[src/bbc_pkg.sv]
// ----------------------------------------------------------------------------
// bbc_pkg
// Shared types, codes and character constants for the bracket balance checker.
// ----------------------------------------------------------------------------
package bbc_pkg;

    // default depth of the bracket stack
    localparam int STACK_DEPTH_DEF = 32;

    // character codes
    localparam logic [7:0] CH_LPAREN  = 8'h28;
    localparam logic [7:0] CH_RPAREN  = 8'h29;
    localparam logic [7:0] CH_LBRACK  = 8'h5B;
    localparam logic [7:0] CH_RBRACK  = 8'h5D;
    localparam logic [7:0] CH_LBRACE  = 8'h7B;
    localparam logic [7:0] CH_RBRACE  = 8'h7D;
    localparam logic [7:0] CH_LANGLE  = 8'h3C;
    localparam logic [7:0] CH_RANGLE  = 8'h3E;
    localparam logic [7:0] CH_NEWLINE = 8'h0A;

    // bracket kind as held on the stack
    typedef enum logic [1:0] {
        KIND_PAREN = 2'd0,
        KIND_BRACK = 2'd1,
        KIND_BRACE = 2'd2,
        KIND_ANGLE = 2'd3
    } kind_t;

    // line status, also used as the recorded error code
    typedef enum logic [1:0] {
        ST_OK       = 2'd0,
        ST_MISMATCH = 2'd1,
        ST_UNCLOSED = 2'd2,
        ST_OVERFLOW = 2'd3
    } status_t;

    // word passed from the stack front end to the verdict stage
    typedef struct packed {
        logic    newline;   // word ends the line
        logic    check;     // closer whose top-of-stack read must be compared
        kind_t   kind;      // kind the closer expects
        status_t event_st;  // error found from the stack level alone
        logic    open_left; // stack not empty when the newline arrived
    } item_t;

endpackage

[src/bbc_verdict.sv]
// ----------------------------------------------------------------------------
// bbc_verdict
// Compares closers against the top-of-stack read, keeps the first error of
// the line and builds the verdict word in the output register.
// ----------------------------------------------------------------------------
module bbc_verdict (
    input  logic              clk,
    input  logic              rst_n,
    input  logic              load,
    input  bbc_pkg::item_t    item_in,
    input  bbc_pkg::kind_t    top_kind,
    output logic              take,
    output logic              out_valid,
    input  logic              out_ready,
    output logic              balanced,
    output bbc_pkg::status_t  status
);
    import bbc_pkg::*;

    logic    s2_valid_reg;
    logic    s2_valid_next;
    item_t   item_reg;
    status_t err_reg;
    status_t err_next;
    status_t err_upd;
    status_t verdict;
    logic    out_valid_reg;
    logic    out_valid_next;
    logic    balanced_reg;
    status_t status_reg;
    logic    slot_free;
    logic    adv;

    // stage handshake
    assign slot_free = !out_valid_reg || out_ready;
    assign adv       = s2_valid_reg && (!item_reg.newline || slot_free);
    assign take      = !s2_valid_reg || adv;

    // first error of the line wins
    always_comb
    begin
        if (err_reg != ST_OK)
        begin
            err_upd = err_reg;
        end
        else if (item_reg.event_st != ST_OK)
        begin
            err_upd = item_reg.event_st;
        end
        else if (item_reg.check && (top_kind != item_reg.kind))
        begin
            err_upd = ST_MISMATCH;
        end
        else
        begin
            err_upd = ST_OK;
        end
    end

    assign verdict = (err_upd != ST_OK) ? err_upd :
                     (item_reg.open_left ? ST_UNCLOSED : ST_OK);

    always_comb
    begin
        err_next = err_reg;
        if (adv)
        begin
            err_next = item_reg.newline ? ST_OK : err_upd;
        end
    end

    assign s2_valid_next = load ? 1'b1 : (adv ? 1'b0 : s2_valid_reg);

    always_comb
    begin
        out_valid_next = out_valid_reg;
        if (adv && item_reg.newline)
        begin
            out_valid_next = 1'b1;
        end
        else if (out_ready)
        begin
            out_valid_next = 1'b0;
        end
    end

    // control state
    always_ff @(posedge clk or negedge rst_n)
    begin
        if (!rst_n)
        begin
            s2_valid_reg  <= 1'b0;
            err_reg       <= ST_OK;
            out_valid_reg <= 1'b0;
        end
        else
        begin
            s2_valid_reg  <= s2_valid_next;
            err_reg       <= err_next;
            out_valid_reg <= out_valid_next;
        end
    end

    // payload registers
    always_ff @(posedge clk)
    begin
        if (load)
        begin
            item_reg <= item_in;
        end
        if (adv && item_reg.newline)
        begin
            balanced_reg <= (verdict == ST_OK);
            status_reg   <= verdict;
        end
    end

    assign out_valid = out_valid_reg;
    assign balanced  = balanced_reg;
    assign status    = status_reg;

    // the recorded error is never the unclosed code
    a_err_code: assert property (@(posedge clk) disable iff (!rst_n)
        err_reg != ST_UNCLOSED)
        else $error("error register holds unclosed code");

    // a retired newline always shows a verdict next cycle
    a_verdict_out: assert property (@(posedge clk) disable iff (!rst_n)
        (adv && item_reg.newline) |=> out_valid_reg)
        else $error("newline retired without verdict");

    // balanced flag agrees with the status code
    a_bal_status: assert property (@(posedge clk) disable iff (!rst_n)
        out_valid_reg |-> (balanced_reg == (status_reg == ST_OK)))
        else $error("balanced flag disagrees with status");

    // the stage only blocks behind a waiting verdict
    a_stall_cause: assert property (@(posedge clk) disable iff (!rst_n)
        !take |-> (s2_valid_reg && item_reg.newline && out_valid_reg && !out_ready))
        else $error("stage stalled without cause");

endmodule

[config.mk]
export PLATFORM = sky130hd
export DESIGN_NAME = bbc_verdict
export DESIGN_NICKNAME = d
export VERILOG_FILES = /design/src/bbc_pkg.sv /design/src/bbc_verdict.sv
export SDC_FILE = /design/constraint.sdc
export NUM_CORES = 1
export LEC_CHECK = 0
export ABC_AREA = 1
export CAP_MARGIN = 20
export CORE_AREA = 2 2 39 41
export DETAILED_ROUTE_END_ITERATION = 8
export DIE_AREA = 0 0 41 43
export DONT_BUFFER_PORTS = 1
export GPL_TIMING_DRIVEN = 0
export SLEW_MARGIN = 20
export SYNTH_ARGS = -nofsm -noshare
export SYNTH_HDL_FRONTEND = slang
export SYNTH_SLANG_ARGS = --single-unit
[constraint.sdc]
create_clock -name clk -period 1 [get_ports clk]
set_input_delay 0.1 -clock clk [delete_from_list [all_inputs] [get_ports clk]]
set_output_delay 0.1 -clock clk [all_outputs]
set_load 0.02 [all_outputs]
==> flow_metrics.env <==
export IMPL_fillCellCount=120
export IMPL_die_area_um2=1760
export IMPL_p_sw_uw=412
export IMPL_core_area_um2=1380
export IMPL_post_drt_wl_per_cell_um=10.8
export IMPL_ant_nets=0
export IMPL_design_area_um2=778
export IMPL_ff2ff_path_depth=8
export IMPL_r2r_end="status[0]$_DFFE_PP_"
export IMPL_ys_ff_latch=14
export IMPL_clkTransAtPathRegs_ns=0.08
export IMPL_combPwrFrac_pct=19.6
export IMPL_layout_nets=85
export IMPL_slowest_stage="dfrtp_2"
export IMPL_drtIter0Drc=4
export IMPL_avgSynthCellArea_um2=10.7
export IMPL_routed_via_density=4.62
export IMPL_hold_violations=0
export IMPL_maxCapViolations=0
export IMPL_fin_tns_setup_ns=-0.756
export IMPL_seqPwrFrac_pct=57.1
export IMPL_cp_data_arrival_time_ns=1.02
export IMPL_multi_input_area_um2=166
export IMPL_ys_seq_area_share_pct=66.8
export IMPL_hpwl_um=613
export IMPL_finish_utilization_pct=56.2
export IMPL_r2r_start="item_reg[3]$_DFFE_PP_"
export IMPL_period_needed_ns=1.12
export IMPL_antenna_found_initial=0
export IMPL_ys_types=13
export IMPL_drc=0
export IMPL_worstPathCellList="nand4_1"
export IMPL_relSlewSlack_pct=77.7
export IMPL_cp_depth=1
export IMPL_pwr_share_clk_pct=23.3
export IMPL_cp_top_family="flip-flops"
export IMPL_drive_gt1_share_pct=26.8
export IMPL_placed_cells=72
export IMPL_power_mw=1.39
export IMPL_place_ws_ns=-0.116
export IMPL_num_rows=14
export IMPL_first_global_vias=378
export IMPL_fp_dieW_um=41
export IMPL_outcome="finished with violations"
export IMPL_endpoint="take"
export IMPL_dieHeight_um=43
export IMPL_rsz0062_at_grt="yes"
export IMPL_cpPeakStageDelay_ns=0.45
export IMPL_leakage_nw=0.358
export IMPL_root_buffer="clkbuf_4"
export IMPL_crit_path_max_fanout=4
export IMPL_cts_buffers=3
export IMPL_netlist_instances=56
export IMPL_layout_area_seq_um2=402
export IMPL_synth_fp_nets=69
export IMPL_worstSetupPathType="flip-flop to output pin"
export IMPL_switching_share_pct=29.7
export IMPL_largest_register_ffs=7
export IMPL_grt_use_total_pct=13.0
export IMPL_ys_warn_count=0
export IMPL_crit_path_end_kind="output pin"
export IMPL_power_internal_uw=974
export IMPL_post_route_period_util_pct=112
export IMPL_tightestPinTransition_ns=0.334
export IMPL_finalSetupViolations=8
export IMPL_critPathLaunchType="flip-flop"
export IMPL_numClockSinks=14
export IMPL_num_antenna_cells=0
export IMPL_path_buf_inv=0
export IMPL_routabilityCongestion=0.696
export IMPL_layoutNonFillerInstCount=87
export IMPL_clock_path_buffers=2
export IMPL_slew_violations=0
export IMPL_vias=402
export IMPL_timing_final_ws_setup_ns=-0.125
export IMPL_globalRouteOverflowTotal=0
export IMPL_io_pins=18
export IMPL_hp_start="out_ready"
export IMPL_fin_skew_ns=0.00824
export IMPL_totalWireLength_um=939
export IMPL_htree_levels=1
export IMPL_io_buffers=0
export IMPL_holdWs_ns=0.0237
export IMPL_critPathRequiredTime_ns=0.90
export IMPL_syn_area_um2=599
export IMPL_clk_latency_ns=0.28
export IMPL_cts_tree="built"
export IMPL_reg2reg_setup_slack_ns=-0.11
export IMPL_grt_max_degree=9
export IMPL_worstHoldPathType="input port to flip-flop"
export IMPL_dr_pass1_iters=4
export IMPL_placed_cell_area_um2=626
export IMPL_powerDensity_nw_per_um2=1780
export IMPL_violations="setup timing"
export IMPL_grt_pass1_wl_um=1480
export IMPL_fmax_ghz=0.889
export IMPL_synthToLayoutAreaGrowth_pct=29.9
export IMPL_start_util_pct=43.3
export IMPL_peakVddDrop_mv=1.02
export IMPL_crit_start="out_valid$_DFFE_PN0P_"
-- layout make-up --
| cell class | instances | area share [%] |
|---|---|---|
| repair buffers | 11 | 14.0 |
| well taps | 16 | 2.57 |
| inverters | 14 | 7.07 |
| multi-input cells | 28 | 21.4 |
| clock buffers | 3 | 2.89 |
| flip-flops and latches | 14 | 51.6 |
| clock inverters | 1 | 0.482 |
-- synthesized netlist by cell type (all sizes together) --
cell	count	area share, %
nand2	17	11
nor2	4	2.5
edfxtp	10	50
dfrtp	4	17
nor3	1	1.7
inv	14	8.8
o21ai	1	0.83
nand3	3	4.2
nand4	1	1.0
a21oi	1	2.7
-- worst reg2reg max path: stages (launching register included) --
cell and delay [ns]:
edfxtp_1 0.40, inv_1 0.07, nand2_1 0.05, nand2_1 0.05, nand2_1 0.05, nand2_1 0.06, nand3_2 0.08, nand2_4 0.09
inv_2 0.03
-- what timing repair did --
item / 4_1_cts / 5_1_grt
resized for setup: 4 / 3
setup buffers: 1 / 1
hold buffers: 9 / 0
endpoints found under the hold margin: 19 / 0
endpoints found under the setup margin: 8 / 9
pin swaps: 7 / 3
-- kinds of logic (layout without fill, tap and decap cells) --
family / Yosys count / after routing / share of synthesized area [%]
and+or+nand+nor: 26 / 26 / 20.9
AOI/OAI and AO/OA: 2 / 2 / 3.55
DFF: 14 / 14 / 66.8
buffers and inverters: 14 / 29 / 8.77
-- routing by layer --
metal / global-route usage (%) / share of wire (%) / vias up
met1: 13.5 / 38 / 187
li1: - / - / 203
met5: 0 / 0 / -
met4: 8.00 / 0.64 / 0
met3: 4.71 / 3.2 / 2
met2: 20.9 / 58 / 10
-- worst min path at each step --
| stage | cells after the start | end |
|---|---|---|
| finish | 3 | out_valid$_DFFE_PN0P_ |
| global route | 3 | out_valid$_DFFE_PN0P_ |
| CTS | 3 | out_valid$_DFFE_PN0P_ |
| detailed placement | 0 | s2_valid_reg$_DFFE_PN0P_ |
| global placement | 0 | out_valid$_DFFE_PN0P_ |
| floorplan | 0 | err_reg[0]$_DFFE_PN0P_ |
-- power by group through the flow --
| stage | logic, mW | registers [mW] | clock network (mW) |
|---|---|---|---|
| floorplan | 0.174 | 0.790 | 0 |
| global placement | 0.193 | 0.797 | 0 |
| detailed placement | 0.198 | 0.802 | 0 |
| CTS | 0.260 | 0.790 | 0.332 |
| global route | 0.310 | 0.803 | 0.367 |
| finish | 0.272 | 0.791 | 0.323 |
-- cells in the final DEF, fill, tap and decap left out, drive strengths merged --
cell type	Yosys	routed
a21oi	1	1
buf	0	2
clkbuf	0	3
clkinv	0	1
dfrtp	4	4
dlygate4sd3	0	9
edfxtp	10	10
inv	14	14
nand2	17	17
nand3	3	3
nand4	1	1
nor2	4	4
nor3	1	1
o21ai	1	1
Power figures use the tool's default switching activity.
